===== src/rtl/core/pidd_pkg.sv =====
// ----------------------------------------------------------------------------
// pidd_pkg: shared types and constants for the deadband PID controller
// Widths of the datapath, register map codes and stage payload structs.
// ----------------------------------------------------------------------------
package pidd_pkg;

	// Sample and gain format
	localparam int SAMPLE_WIDTH   = 16;
	localparam int GAIN_FRAC_BITS = 8;

	// Register field widths
	localparam int GAIN_W        = 16;
	localparam int DRIVE_LIMIT_W = 15;
	localparam int SUM_LIMIT_W   = 24;
	localparam int DEAD_ZONE_W   = 16;
	localparam int FF_W          = 16;

	// Output and state widths
	localparam int DRIVE_W = 16;
	localparam int SUM_W   = SUM_LIMIT_W + 1;

	// Datapath widths
	localparam int ERR_W   = SAMPLE_WIDTH + 1;
	localparam int CMP_W   = (ERR_W > DEAD_ZONE_W) ? ERR_W : DEAD_ZONE_W;
	localparam int ADD_W   = ((SUM_W > ERR_W) ? SUM_W : ERR_W) + 1;
	localparam int DERIV_W = ERR_W + 1;
	localparam int P_W     = GAIN_W + ERR_W;
	localparam int I_W     = GAIN_W + SUM_W;
	localparam int D_W     = GAIN_W + DERIV_W;
	localparam int PI_MAX  = (P_W > I_W) ? P_W : I_W;
	localparam int ACC_W   = ((PI_MAX > D_W) ? PI_MAX : D_W) + 2;
	localparam int DRV_W   = ((ACC_W > FF_W) ? ACC_W : FF_W) + 1;

	// Configuration port
	localparam int APB_DATA_W = 32;
	localparam int REG_IDX_W  = 3;
	localparam int APB_ADDR_W = REG_IDX_W + 2;

	// Reset values
	localparam logic [DRIVE_LIMIT_W-1:0] DRIVE_LIMIT_RST = '1;
	localparam logic [SUM_LIMIT_W-1:0]   SUM_LIMIT_RST   = '1;

	// Operation codes of an input item
	localparam logic OP_STEP  = 1'b0;
	localparam logic OP_CLEAR = 1'b1;

	typedef enum logic [REG_IDX_W-1:0] {
		REG_GAIN_P,
		REG_GAIN_I,
		REG_GAIN_D,
		REG_DRIVE_LIMIT,
		REG_SUM_LIMIT,
		REG_DEAD_ZONE,
		REG_FEED_FORWARD
	} reg_idx_t;

	typedef struct packed {
		logic signed [GAIN_W-1:0]  gain_p;
		logic signed [GAIN_W-1:0]  gain_i;
		logic signed [GAIN_W-1:0]  gain_d;
		logic [DRIVE_LIMIT_W-1:0]  drive_limit;
		logic [SUM_LIMIT_W-1:0]    sum_limit;
		logic [DEAD_ZONE_W-1:0]    dead_zone;
		logic signed [FF_W-1:0]    feed_forward;
	} cfg_t;

	// Error terms of one item
	typedef struct packed {
		logic                      op;
		logic signed [ERR_W-1:0]   err;
		logic signed [SUM_W-1:0]   sum;
		logic signed [DERIV_W-1:0] deriv;
	} err_item_t;

	// Gained terms of one item
	typedef struct packed {
		logic                  op;
		logic signed [P_W-1:0] prod_p;
		logic signed [I_W-1:0] prod_i;
		logic signed [D_W-1:0] prod_d;
	} prod_item_t;

endpackage


===== src/rtl/core/pidd_cfg_regs.sv =====
// ----------------------------------------------------------------------------
// pidd_cfg_regs: configuration register file
// APB-style write and read of the gains, limits, deadband and feedforward.
// ----------------------------------------------------------------------------
module pidd_cfg_regs
	import pidd_pkg::*;
(
	input  logic                  clk,
	input  logic                  arst_n,
	input  logic                  psel,
	input  logic                  penable,
	input  logic                  pwrite,
	input  logic [APB_ADDR_W-1:0] paddr,
	input  logic [APB_DATA_W-1:0] pwdata,
	output logic [APB_DATA_W-1:0] prdata,
	output logic                  pready,
	output cfg_t                  cfg
);

	cfg_t     cfg_q;
	reg_idx_t idx;
	logic     wr_en;

	assign idx    = reg_idx_t'(paddr[APB_ADDR_W-1:2]);
	assign wr_en  = psel & penable & pwrite;
	assign pready = 1'b1;
	assign cfg    = cfg_q;

	always_ff @(posedge clk or negedge arst_n) begin
		if (!arst_n) begin
			cfg_q.gain_p       <= '0;
			cfg_q.gain_i       <= '0;
			cfg_q.gain_d       <= '0;
			cfg_q.drive_limit  <= DRIVE_LIMIT_RST;
			cfg_q.sum_limit    <= SUM_LIMIT_RST;
			cfg_q.dead_zone    <= '0;
			cfg_q.feed_forward <= '0;
		end else if (wr_en) begin
			case (idx)
				REG_GAIN_P:       cfg_q.gain_p       <= pwdata[GAIN_W-1:0];
				REG_GAIN_I:       cfg_q.gain_i       <= pwdata[GAIN_W-1:0];
				REG_GAIN_D:       cfg_q.gain_d       <= pwdata[GAIN_W-1:0];
				REG_DRIVE_LIMIT:  cfg_q.drive_limit  <= pwdata[DRIVE_LIMIT_W-1:0];
				REG_SUM_LIMIT:    cfg_q.sum_limit    <= pwdata[SUM_LIMIT_W-1:0];
				REG_DEAD_ZONE:    cfg_q.dead_zone    <= pwdata[DEAD_ZONE_W-1:0];
				REG_FEED_FORWARD: cfg_q.feed_forward <= pwdata[FF_W-1:0];
				default: ;
			endcase
		end
	end

	always_comb begin
		case (idx)
			REG_GAIN_P:       prdata = APB_DATA_W'($unsigned(cfg_q.gain_p));
			REG_GAIN_I:       prdata = APB_DATA_W'($unsigned(cfg_q.gain_i));
			REG_GAIN_D:       prdata = APB_DATA_W'($unsigned(cfg_q.gain_d));
			REG_DRIVE_LIMIT:  prdata = APB_DATA_W'(cfg_q.drive_limit);
			REG_SUM_LIMIT:    prdata = APB_DATA_W'(cfg_q.sum_limit);
			REG_DEAD_ZONE:    prdata = APB_DATA_W'(cfg_q.dead_zone);
			REG_FEED_FORWARD: prdata = APB_DATA_W'($unsigned(cfg_q.feed_forward));
			default:          prdata = '0;
		endcase
	end

endmodule


===== src/rtl/core/pidd_err_stage.sv =====
// ----------------------------------------------------------------------------
// pidd_err_stage: input register and error update
// Error, deadband, clamped error sum and derivative; owns the stored state.
// ----------------------------------------------------------------------------
module pidd_err_stage
	import pidd_pkg::*;
(
	input  logic                           clk,
	input  logic                           arst_n,
	input  cfg_t                           cfg,
	input  logic                           in_valid,
	output logic                           in_ready,
	input  logic                           op,
	input  logic signed [SAMPLE_WIDTH-1:0] target,
	input  logic signed [SAMPLE_WIDTH-1:0] measured,
	output logic                           dn_valid,
	input  logic                           dn_ready,
	output err_item_t                      dn_item
);

	logic                           v_s1;
	logic                           op_s1;
	logic signed [SAMPLE_WIDTH-1:0] target_s1;
	logic signed [SAMPLE_WIDTH-1:0] measured_s1;
	logic                           v_s2;
	err_item_t                      item_s2;

	logic signed [SUM_W-1:0]        error_sum_q;
	logic signed [ERR_W-1:0]        prev_err_q;

	logic                           ld_s1;
	logic                           ld_s2;
	logic                           fire_s2;

	logic signed [ERR_W-1:0]        err_raw;
	logic [ERR_W-1:0]               err_mag;
	logic                           in_dz;
	logic signed [ERR_W-1:0]        err_dz;
	logic signed [ADD_W-1:0]        sum_raw;
	logic signed [ADD_W-1:0]        sum_lim;
	logic signed [ADD_W-1:0]        sum_clip;
	logic signed [DERIV_W-1:0]      deriv;
	err_item_t                      item_nxt;

	assign ld_s2    = !v_s2 || dn_ready;
	assign ld_s1    = !v_s1 || ld_s2;
	assign fire_s2  = v_s1 && ld_s2;
	assign in_ready = ld_s1;
	assign dn_valid = v_s2;
	assign dn_item  = item_s2;

	always_comb begin
		err_raw = ERR_W'(target_s1) - ERR_W'(measured_s1);
		err_mag = err_raw[ERR_W-1] ? $unsigned(-err_raw) : $unsigned(err_raw);
		in_dz   = CMP_W'(err_mag) < CMP_W'(cfg.dead_zone);
		err_dz  = in_dz ? '0 : err_raw;

		// anti-windup: sum saturates at +/- sum_limit
		sum_raw = ADD_W'(error_sum_q) + ADD_W'(err_dz);
		sum_lim = ADD_W'($signed({1'b0, cfg.sum_limit}));
		if (sum_raw > sum_lim)
			sum_clip = sum_lim;
		else if (sum_raw < -sum_lim)
			sum_clip = -sum_lim;
		else
			sum_clip = sum_raw;

		deriv = DERIV_W'(err_dz) - DERIV_W'(prev_err_q);

		item_nxt.op    = op_s1;
		item_nxt.err   = err_dz;
		item_nxt.sum   = SUM_W'(sum_clip);
		item_nxt.deriv = deriv;
	end

	always_ff @(posedge clk or negedge arst_n) begin
		if (!arst_n) begin
			v_s1        <= 1'b0;
			v_s2        <= 1'b0;
			error_sum_q <= '0;
			prev_err_q  <= '0;
		end else begin
			if (ld_s1)
				v_s1 <= in_valid;
			if (ld_s2)
				v_s2 <= v_s1;
			if (fire_s2) begin
				if (op_s1 == OP_CLEAR) begin
					error_sum_q <= '0;
					prev_err_q  <= '0;
				end else begin
					error_sum_q <= SUM_W'(sum_clip);
					prev_err_q  <= err_dz;
				end
			end
		end
	end

	always_ff @(posedge clk) begin
		if (ld_s1 && in_valid) begin
			op_s1       <= op;
			target_s1   <= target;
			measured_s1 <= measured;
		end
		if (fire_s2)
			item_s2 <= item_nxt;
	end

endmodule


===== src/rtl/core/pidd_mul_stage.sv =====
// ----------------------------------------------------------------------------
// pidd_mul_stage: gain multipliers
// Three parallel signed products of the error terms and the gains.
// ----------------------------------------------------------------------------
module pidd_mul_stage
	import pidd_pkg::*;
(
	input  logic       clk,
	input  logic       arst_n,
	input  cfg_t       cfg,
	input  logic       up_valid,
	output logic       up_ready,
	input  err_item_t  up_item,
	output logic       dn_valid,
	input  logic       dn_ready,
	output prod_item_t dn_item
);

	logic       v_s3;
	prod_item_t item_s3;
	prod_item_t item_nxt;
	logic       ld_s3;

	assign ld_s3    = !v_s3 || dn_ready;
	assign up_ready = ld_s3;
	assign dn_valid = v_s3;
	assign dn_item  = item_s3;

	always_comb begin
		item_nxt.op     = up_item.op;
		item_nxt.prod_p = P_W'(cfg.gain_p) * P_W'(up_item.err);
		item_nxt.prod_i = I_W'(cfg.gain_i) * I_W'(up_item.sum);
		item_nxt.prod_d = D_W'(cfg.gain_d) * D_W'(up_item.deriv);
	end

	always_ff @(posedge clk or negedge arst_n) begin
		if (!arst_n)
			v_s3 <= 1'b0;
		else if (ld_s3)
			v_s3 <= up_valid;
	end

	always_ff @(posedge clk) begin
		if (ld_s3 && up_valid)
			item_s3 <= item_nxt;
	end

endmodule


===== src/rtl/core/pidd_out_stage.sv =====
// ----------------------------------------------------------------------------
// pidd_out_stage: term sum, scaling, feedforward and drive clamp
// Result register holding the drive and the clamp flag.
// ----------------------------------------------------------------------------
module pidd_out_stage
	import pidd_pkg::*;
(
	input  logic                      clk,
	input  logic                      arst_n,
	input  cfg_t                      cfg,
	input  logic                      up_valid,
	output logic                      up_ready,
	input  prod_item_t                up_item,
	output logic                      out_valid,
	input  logic                      out_ready,
	output logic signed [DRIVE_W-1:0] drive,
	output logic                      clamped
);

	logic                      out_valid_q;
	logic signed [DRIVE_W-1:0] drive_q;
	logic                      clamped_q;
	logic                      ld_out;

	logic signed [ACC_W-1:0]   acc;
	logic signed [ACC_W-1:0]   acc_sh;
	logic signed [DRV_W-1:0]   drv;
	logic signed [DRV_W-1:0]   drv_lim;
	logic signed [DRV_W-1:0]   drv_clip;
	logic                      clip;

	assign ld_out    = !out_valid_q || out_ready;
	assign up_ready  = ld_out;
	assign out_valid = out_valid_q;
	assign drive     = drive_q;
	assign clamped   = clamped_q;

	always_comb begin
		acc     = ACC_W'(up_item.prod_p) + ACC_W'(up_item.prod_i) + ACC_W'(up_item.prod_d);
		// arithmetic shift floors toward minus infinity
		acc_sh  = acc >>> GAIN_FRAC_BITS;
		drv     = DRV_W'(acc_sh) + DRV_W'(cfg.feed_forward);
		drv_lim = DRV_W'($signed({1'b0, cfg.drive_limit}));
		if (drv > drv_lim) begin
			drv_clip = drv_lim;
			clip     = 1'b1;
		end else if (drv < -drv_lim) begin
			drv_clip = -drv_lim;
			clip     = 1'b1;
		end else begin
			drv_clip = drv;
			clip     = 1'b0;
		end
	end

	always_ff @(posedge clk or negedge arst_n) begin
		if (!arst_n)
			out_valid_q <= 1'b0;
		else if (ld_out)
			out_valid_q <= up_valid;
	end

	always_ff @(posedge clk) begin
		if (ld_out && up_valid) begin
			if (up_item.op == OP_CLEAR) begin
				drive_q   <= '0;
				clamped_q <= 1'b0;
			end else begin
				drive_q   <= DRIVE_W'(drv_clip);
				clamped_q <= clip;
			end
		end
	end

endmodule


===== src/rtl/core/pid_controller_deadband.sv =====
// ----------------------------------------------------------------------------
// pid_controller_deadband: positional PID step with deadband and anti-windup
// Fixed-point PID with error deadband, clamped error sum, feedforward and
// clamped drive output with a clamp flag. APB-style configuration.
// ----------------------------------------------------------------------------
//
//  channel  | handshake           | payload
//  ---------+---------------------+-------------------------------------------
//  input    | in_valid/in_ready   | op, target, measured
//  output   | out_valid/out_ready | drive, clamped
//  config   | psel/penable/pready | pwrite, paddr, pwdata, prdata
//
// One item per clock sustained while out_ready is high; each item passes from
// acceptance to a valid result through the input register, error stage,
// multiplier stage and result register. The error sum and last error update
// in the error stage as each item moves on, so items follow back to back.
// Reset clears the stored error state and loads the register reset values.
// A stalled output holds each stage only while the stage after it is full.
// ----------------------------------------------------------------------------
module pid_controller_deadband
	import pidd_pkg::*;
(
	input  logic                           clk,
	input  logic                           arst_n,

	// input items
	input  logic                           in_valid,
	output logic                           in_ready,
	input  logic                           op,
	input  logic signed [SAMPLE_WIDTH-1:0] target,
	input  logic signed [SAMPLE_WIDTH-1:0] measured,

	// result items
	output logic                           out_valid,
	input  logic                           out_ready,
	output logic signed [DRIVE_W-1:0]      drive,
	output logic                           clamped,

	// configuration
	input  logic                           psel,
	input  logic                           penable,
	input  logic                           pwrite,
	input  logic [APB_ADDR_W-1:0]          paddr,
	input  logic [APB_DATA_W-1:0]          pwdata,
	output logic [APB_DATA_W-1:0]          prdata,
	output logic                           pready
);

	cfg_t       cfg;

	// error stage -> multiplier stage
	logic       err_valid;
	logic       err_ready;
	err_item_t  err_item;

	// multiplier stage -> result stage
	logic       prod_valid;
	logic       prod_ready;
	prod_item_t prod_item;

	pidd_cfg_regs u_cfg_regs (
		.clk     (clk),
		.arst_n  (arst_n),
		.psel    (psel),
		.penable (penable),
		.pwrite  (pwrite),
		.paddr   (paddr),
		.pwdata  (pwdata),
		.prdata  (prdata),
		.pready  (pready),
		.cfg     (cfg)
	);

	// Stored state (error sum, last error) lives here and updates as each
	// item leaves the input register.
	pidd_err_stage u_err_stage (
		.clk      (clk),
		.arst_n   (arst_n),
		.cfg      (cfg),
		.in_valid (in_valid),
		.in_ready (in_ready),
		.op       (op),
		.target   (target),
		.measured (measured),
		.dn_valid (err_valid),
		.dn_ready (err_ready),
		.dn_item  (err_item)
	);

	// P, I and D products in parallel.
	pidd_mul_stage u_mul_stage (
		.clk      (clk),
		.arst_n   (arst_n),
		.cfg      (cfg),
		.up_valid (err_valid),
		.up_ready (err_ready),
		.up_item  (err_item),
		.dn_valid (prod_valid),
		.dn_ready (prod_ready),
		.dn_item  (prod_item)
	);

	// Sum, scale, feedforward, clamp; a clear item yields a zero drive.
	pidd_out_stage u_out_stage (
		.clk       (clk),
		.arst_n    (arst_n),
		.cfg       (cfg),
		.up_valid  (prod_valid),
		.up_ready  (prod_ready),
		.up_item   (prod_item),
		.out_valid (out_valid),
		.out_ready (out_ready),
		.drive     (drive),
		.clamped   (clamped)
	);

endmodule

===== config.mk =====
export PLATFORM = sky130hd
export DESIGN_NAME = pid_controller_deadband
export DESIGN_NICKNAME = d
export VERILOG_FILES = /design/src/rtl/core/pidd_pkg.sv /design/src/rtl/core/pidd_cfg_regs.sv /design/src/rtl/core/pidd_err_stage.sv /design/src/rtl/core/pidd_mul_stage.sv /design/src/rtl/core/pidd_out_stage.sv /design/src/rtl/core/pid_controller_deadband.sv
export SDC_FILE = /design/constraint.sdc
export NUM_CORES = 2
export LEC_CHECK = 0
export BUFFER_PORTS_ARGS = -buffer_cell sky130_fd_sc_hd__clkbuf_2
export CORE_UTILIZATION = 45
export CTS_CLUSTER_DIAMETER = 40
export DETAILED_ROUTE_END_ITERATION = 12
export GPL_TIMING_DRIVEN = 0
export REMOVE_ABC_BUFFERS = 1
export SLEW_MARGIN = 20
export SYNTH_ARGS = -nofsm -noshare
export SYNTH_HDL_FRONTEND = slang
export SYNTH_SLANG_ARGS = --single-unit

===== constraint.sdc =====
create_clock -name clk -period 20.7 [get_ports clk]
set_input_delay 3.105 -clock clk [delete_from_list [all_inputs] [get_ports clk]]
set_output_delay 3.105 -clock clk [all_outputs]
set_load 0.05 [all_outputs]

## Word-level counts from Yosys, hierarchy flattened

Index checks and enable logic that the tools add are counted.

| word-level totals | value |
|---|---|
| register bits after elaboration | 385 |
| word-level logic and storage cells | 84 |

| operators by class | value |
|---|---|
| $add $sub $neg | 9 |
| $mul | 3 |
| $lt $le $gt $ge | 5 |
| equality and inequality tests | 6 |
| mux-type cells | 11 |
| bitwise gates (word level) | 2 |
| reduce and logical (&&, ||, !) cells | 21 |

Operator list:

| operator | number |
|---|---|
| $pmux W24 S7 | 1 |
| $mux W25 | 3 |
| $mux W17 | 3 |
| $lt A36 B44 Y1 | 1 |
| $neg A15 Y44 | 1 |
| $add A42 B34 Y43 | 1 |
| $add A33 B41 Y42 | 1 |
| $mul A16 B25 Y41 | 1 |
| $add A35 B16 Y36 | 1 |
| $gt A36 B16 Y1 | 1 |
| $mul A16 B18 Y34 | 1 |
| $mul A16 B17 Y33 | 1 |
| $add A25 B17 Y26 | 1 |
| $gt A26 B25 Y1 | 1 |
| $lt A26 B26 Y1 | 1 |
| $neg A24 Y26 | 1 |
| $sub A17 B17 Y18 | 1 |
| $lt A17 B16 Y1 | 1 |
| $neg A17 Y17 | 1 |
| $sub A16 B16 Y17 | 1 |
| $mux W16 | 1 |
| $mux W15 | 1 |
| $reduce_and A2 Y1 | 7 |
| $eq A3 B3 Y1 const B | 3 |
| 9 further kinds | 21 |

## Depth between registers and ports, before layout

| logic depth | value |
|---|---|
| depth in word-level cells | 10 |
| depth in mapped cells | 52 |
| depth with buffers taken out | 49 |

## Hierarchy

From an unflattened synthesis, not the netlist that was laid out.

| unflattened totals | value |
|---|---|
| cell total of the unflattened synthesis | 6590 |
| area, all modules | 62551.2 sq um |

By module, submodules not included:

| module | times used | cells an instance | area each (sq um) | seq. area each (sq um) |
|---|---|---|---|---|
| pidd_mul_stage | 1 | 4106 | 38670.8 | 3298.2 |
| pidd_err_stage | 1 | 1145 | 10781.6 | 3923.8 |
| pidd_out_stage | 1 | 925 | 7387.1 | 535.5 |
| pidd_cfg_regs | 1 | 414 | 5711.7 | 3026.7 |

## Least setup slack after synthesis

No wires, ideal clock.

| path | value |
|---|---|
| kind | reg-to-reg |
| start | register u_err_stage.target_s1[0] |
| end | register u_err_stage.item_s2, in the netlist u_err_stage.dn_item[35] (data pin) |
| data arrival time | 9.336 ns |
| slack | 11.100 ns |
| stages on the path, launching flop included | 52 |
| cells stage by stage | edfxtp_1 inv_1 ha_1 inv_1 fa_1 a21o_1 a221o_1 xor2_1 a21o_1 nor4_1 inv_1 o21ai_0 xnor2_1 ha_1 a2111o_1 a221o_1 a31oi_1 a211oi_1 [16 not listed] ha_1 a21o_1 a21oi_1 nor2b_1 o21ai_0 nand2b_1 a21oi_1 nor2b_1 o31a_1 o41ai_1 inv_1 a31oi_1 o31ai_4 a21o_1 buf_4 buf_6 o21ai_1 o21ai_0 |

| on the way | value |
|---|---|
| word-level cells in the longest chain between the ends | 9 |
| elaborated cells on any way between the ends | 10 |

Ends and longest elaborated chain:

| item | line | source |
|---|---|---|
| from (decl) | pidd_err_stage.sv:23 | `logic signed [SAMPLE_WIDTH-1:0] target_s1;` |
| from (signal assigned) | pidd_err_stage.sv:102 | `target_s1 <= target;` |
| $sub A16 B16 Y17 * | pidd_err_stage.sv:53 | `err_raw = ERR_W'(target_s1) - ERR_W'(measured_s1);` |
| $neg A17 Y17 | pidd_err_stage.sv:54 | `err_mag = err_raw[ERR_W-1] ? $unsigned(-err_raw) : $unsigned(err_raw);` |
| $mux W17 | pidd_err_stage.sv:54 |  |
| $lt A17 B16 Y1 | pidd_err_stage.sv:55 | `in_dz = CMP_W'(err_mag) < CMP_W'(cfg.dead_zone);` |
| $mux W17 * | pidd_err_stage.sv:56 | `err_dz = in_dz ? '0 : err_raw;` |
| named net u_err_stage.err_dz[0] | pidd_err_stage.sv:38 | `logic signed [ERR_W-1:0] err_dz;` |
| $add A25 B17 Y26 * | pidd_err_stage.sv:59 | `sum_raw = ADD_W'(error_sum_q) + ADD_W'(err_dz);` |
| $lt A26 B26 Y1 | pidd_err_stage.sv:63 | `else if (sum_raw < -sum_lim)` |
| $mux W25 | pidd_err_stage.sv:63 |  |
| $mux W25 * | pidd_err_stage.sv:61 | `if (sum_raw > sum_lim)` |
| named net u_err_stage.sum_clip[17] | pidd_err_stage.sv:41 | `logic signed [ADD_W-1:0] sum_clip;` |
| to (signal assigned) | pidd_err_stage.sv:106 | `item_s2 <= item_nxt;` |
| to (decl) | pidd_err_stage.sv:26 | `err_item_t item_s2;` |

Mark *: on every way through the listed nets, which the timed path passes. The rest lies on a longest branch.
A chain may end at the register's enable or synchronous reset.

## Final worst setup path

| path | value |
|---|---|
| start | register u_err_stage.target_s1[0] |
| end | register u_err_stage.error_sum_q[8] |

| on the way | value |
|---|---|
| word-level cells in the longest chain between the ends | 10 |
| elaborated cells on any way between the ends | 11 |

Ends and longest elaborated chain:

| item | line | source |
|---|---|---|
| $sub A16 B16 Y17 * | pidd_err_stage.sv:53 |  |
| $neg A17 Y17 | pidd_err_stage.sv:54 |  |
| $mux W17 | pidd_err_stage.sv:54 |  |
| $lt A17 B16 Y1 | pidd_err_stage.sv:55 |  |
| $mux W17 * | pidd_err_stage.sv:56 |  |
| named net u_err_stage.err_dz[0] | pidd_err_stage.sv:38 |  |
| $add A25 B17 Y26 * | pidd_err_stage.sv:59 |  |
| $lt A26 B26 Y1 | pidd_err_stage.sv:63 |  |
| $mux W25 | pidd_err_stage.sv:63 |  |
| $mux W25 * | pidd_err_stage.sv:61 |  |
| named net u_err_stage.sum_clip[8] | pidd_err_stage.sv:41 |  |
| $mux W25 * | pidd_err_stage.sv:88 | `if (op_s1 == OP_CLEAR) begin` |
| to (signal assigned) | pidd_err_stage.sv:92 | `error_sum_q <= SUM_W'(sum_clip);` |
| to (decl) | pidd_err_stage.sv:28 | `logic signed [SUM_W-1:0] error_sum_q;` |

Marks and branches as above.

==> impl_metrics.tcl <==
set metrics [dict create \
    vias 44100 \
    cts.sink_count 385 \
    start_kind "flip-flop" \
    final_common_cell "inv_1" \
    die-area_um2 136000 \
    crit_start "u_err_stage.target_s1[0]" \
    drtIter0Drc 3282 \
    grt-ovfl-total 0 \
    syn_area_um2 60400 \
    grt_pass1_vias 45400 \
    dr.pass1.iters 5 \
    worstHoldStart "u_err_stage.dn_item[60]" \
    syn_inst 6281 \
    avgRoutedWirePerCell_um 21.7 \
    viasPerCell 5.47 \
    post_dp_cell_area_um2 62500 \
    postRouteAntennaNets 0 \
    cts_max_level 3 \
    clockBufferDepth 3 \
    port_buffers 109 \
    critPathMaxFanout 18 \
    tightest_slew_ns 1.16 \
    synthesis.area_per_instance_um2 9.61 \
    initial_core_util 0.453 \
    grt_pass1_wl_mm 273 \
    core_um2 133000 \
    clock_latency_ns 0.64 \
    routed_wl_mm 175 \
    tns_ns 0 \
    cts_setup_buffers 0 \
    design_area_um2 65100 \
    rsz0062_at_grt "no" \
    ys_ff_latch 385 \
    skew_ns 0.0391 \
    die_h_um 368 \
    cp_data_required_time_ns 21.27 \
    rr_startpoint "u_err_stage.target_s1[0]" \
    track_usage 0.265 \
    drv_slew 0 \
    maxSlewHeadroom 0.227 \
    pin_count 129 \
    arrival_ns 13.20 \
    cts_buffers 73 \
    setup_viol 0 \
    postCtsHoldBufs 0 \
    ys_seq_area_frac 0.179 \
    dp_hpwl_mm 138 \
    timing.fmax_mhz 79.2 \
    synthArstFlopShare 0.429 \
    yosysUniqueCellTypes 90 \
    status "complete, no violations" \
    hold_class "reg2reg" \
    final_cell_mix "inv_1 (1143), fa_1 (998), nand2_1 (735)" \
    synth_edf_count 220 \
    synth_warnings 0 \
    fin_nets 7833 \
    syn_to_final_growth_pct 7.89 \
    grt_antenna_before_repair 10 \
    cts_resized 0 \
    die_w_um 368 \
    drcViolationCount 0 \
    cts-root-buf "clkbuf_16" \
    endpoint_kind "flip-flop" \
    critPathMaxStageDelay_ns 0.86 \
    synth_flop_cell "edfxtp_1" \
    worstSetupPathType "reg2reg" \
    cap_violations 0 \
    clk_pin_slew_worst_paths_ns 0.05 \
    cts_tree "built" \
    fin_crit_ns 12.63 \
    gp_congestion 0.950 \
    rows 134 \
    drive_gt1_frac 0.0690 \
    slowest_stage "a21oi_1" \
    grt_max_degree 85 \
    finalCritPeriodShare 0.610 \
    hold_violations 0 \
]
-- cell usage after synthesis (9+ instances only) --
cell / instances / area (µm²)
a22oi_1: 11 / 82.6
and3_1: 24 / 150
dfrtp_1: 126 / 3150
o211ai_1: 14 / 105
a31oi_1: 21 / 131
a31o_2: 10 / 87.6
xor2_1: 54 / 473
nor2b_1: 58 / 363
nand4_1: 33 / 206
a22o_1: 28 / 245
nor4_1: 25 / 156
o21bai_1: 21 / 158
a21oi_1: 202 / 1010
clkbuf_1: 215 / 807
and2_1: 380 / 2380
o21a_1: 39 / 293
o22ai_1: 11 / 68.8
a211oi_1: 18 / 135
ha_1: 524 / 6560
mux2_2: 71 / 800
nor3b_1: 16 / 120
nand2b_1: 101 / 632
o21ai_0: 204 / 1020
xnor2_1: 218 / 1910
mux2i_1: 38 / 380
or3_1: 31 / 194
o2bb2ai_1: 9 / 78.8
inv_1: 1144 / 4290
nor3_1: 80 / 400
buf_4: 10 / 75.1
buf_1: 18 / 67.6
dfstp_2: 39 / 1020
a21o_1: 99 / 743
nand2_1: 736 / 2760
fa_1: 998 / 20000
nor2_1: 210 / 788
nand3_1: 57 / 285
edfxtp_1: 220 / 6610
-- flip-flops by register name, indices dropped and copies added (netlist names) --
name                     count
u_err_stage.error_sum_q     25
u_err_stage.prev_err_q      17
u_out_stage.drive           16
u_cfg_regs.cfg             119
u_mul_stage.dn_valid         1
u_out_stage.clamped          1
u_err_stage.op_s1            1
u_err_stage.dn_item         61
u_err_stage.v_s1             1
u_err_stage.dn_valid         1
u_err_stage.measured_s1     16
u_err_stage.target_s1       16
u_mul_stage.dn_item        109
u_out_stage.out_valid        1
-- path summary, 6_finish.rpt --
path | endpoint | slack, ns | cells after the start
hold / removal | u_mul_stage.dn_item[108] | 0.44 | 0
min in group asynchronous | u_err_stage.error_sum_q[14] | 2.33 | 1
hold reg to reg | u_mul_stage.dn_item[108] | 0.44 | 0
setup reg to reg | u_err_stage.error_sum_q[8] | 8.07 | 46
setup / recovery | u_err_stage.error_sum_q[8] | 8.07 | 46
max in group asynchronous | u_cfg_regs.cfg[79] | 17.30 | 3
-- critical path, delay by kind of cell, from the launching register on --
kind / cells / cell delay [ns]
AOI/OAI and AO/OA: 25 / 7.30
adders and majority gates: 6 / 1.96
and+or+nand+nor: 7 / 1.77
xor gates and xnor gates: 3 / 0.64
buffers and inverters: 5 / 0.48
DFF: 1 / 0.36
-- routing by layer --
layer,GRT usage,up-vias,share of wire
li1,-,19900,-
met1,0.372,22500,0.44
met2,0.425,1466,0.46
met3,0.0325,251,0.067
met4,0.0850,4,0.036
met5,0,-,0.00014
-- through the flow --
step,hold WS (ns),worst slack (ns),util,std cells
2_1_floorplan,0.400,10.81,-,6035
3_3_place_gp,0.413,8.26,0.466,7912
3_5_place_dp,0.427,8.24,0.469,7927
4_1_cts,0.446,8.18,0.489,8061
5_1_grt,0.451,7.27,0.489,8061
6_report,0.444,8.07,0.489,8062
-- cells by family (layout without fill, tap and decap cells) --
family,Yosys count,after routing,synth area share
mux,117,117,0.0223
simple gates,1778,1778,0.144
buf+inv,1398,1403,0.0880
xor+xnor,274,274,0.0401
flops,385,385,0.179
compound gates,801,801,0.0872
other cells,2,10,0.000124
fa+ha+maj,1526,1526,0.440
-- layout make-up --
cell class / count / area [µm²]
antenna: 1 / 2.50
clock buffer: 80 / 1900
clock inverter: 54 / 727
fill: 12400 / 68100
inverter: 1145 / 4300
multi-input combinational: 4505 / 44400
sequential: 385 / 10800
tap: 1768 / 2210
timing repair buffer: 124 / 836
Power is not shown: default switching activity piles up to over one toggle a cycle in this logic, so the estimate is an artifact.
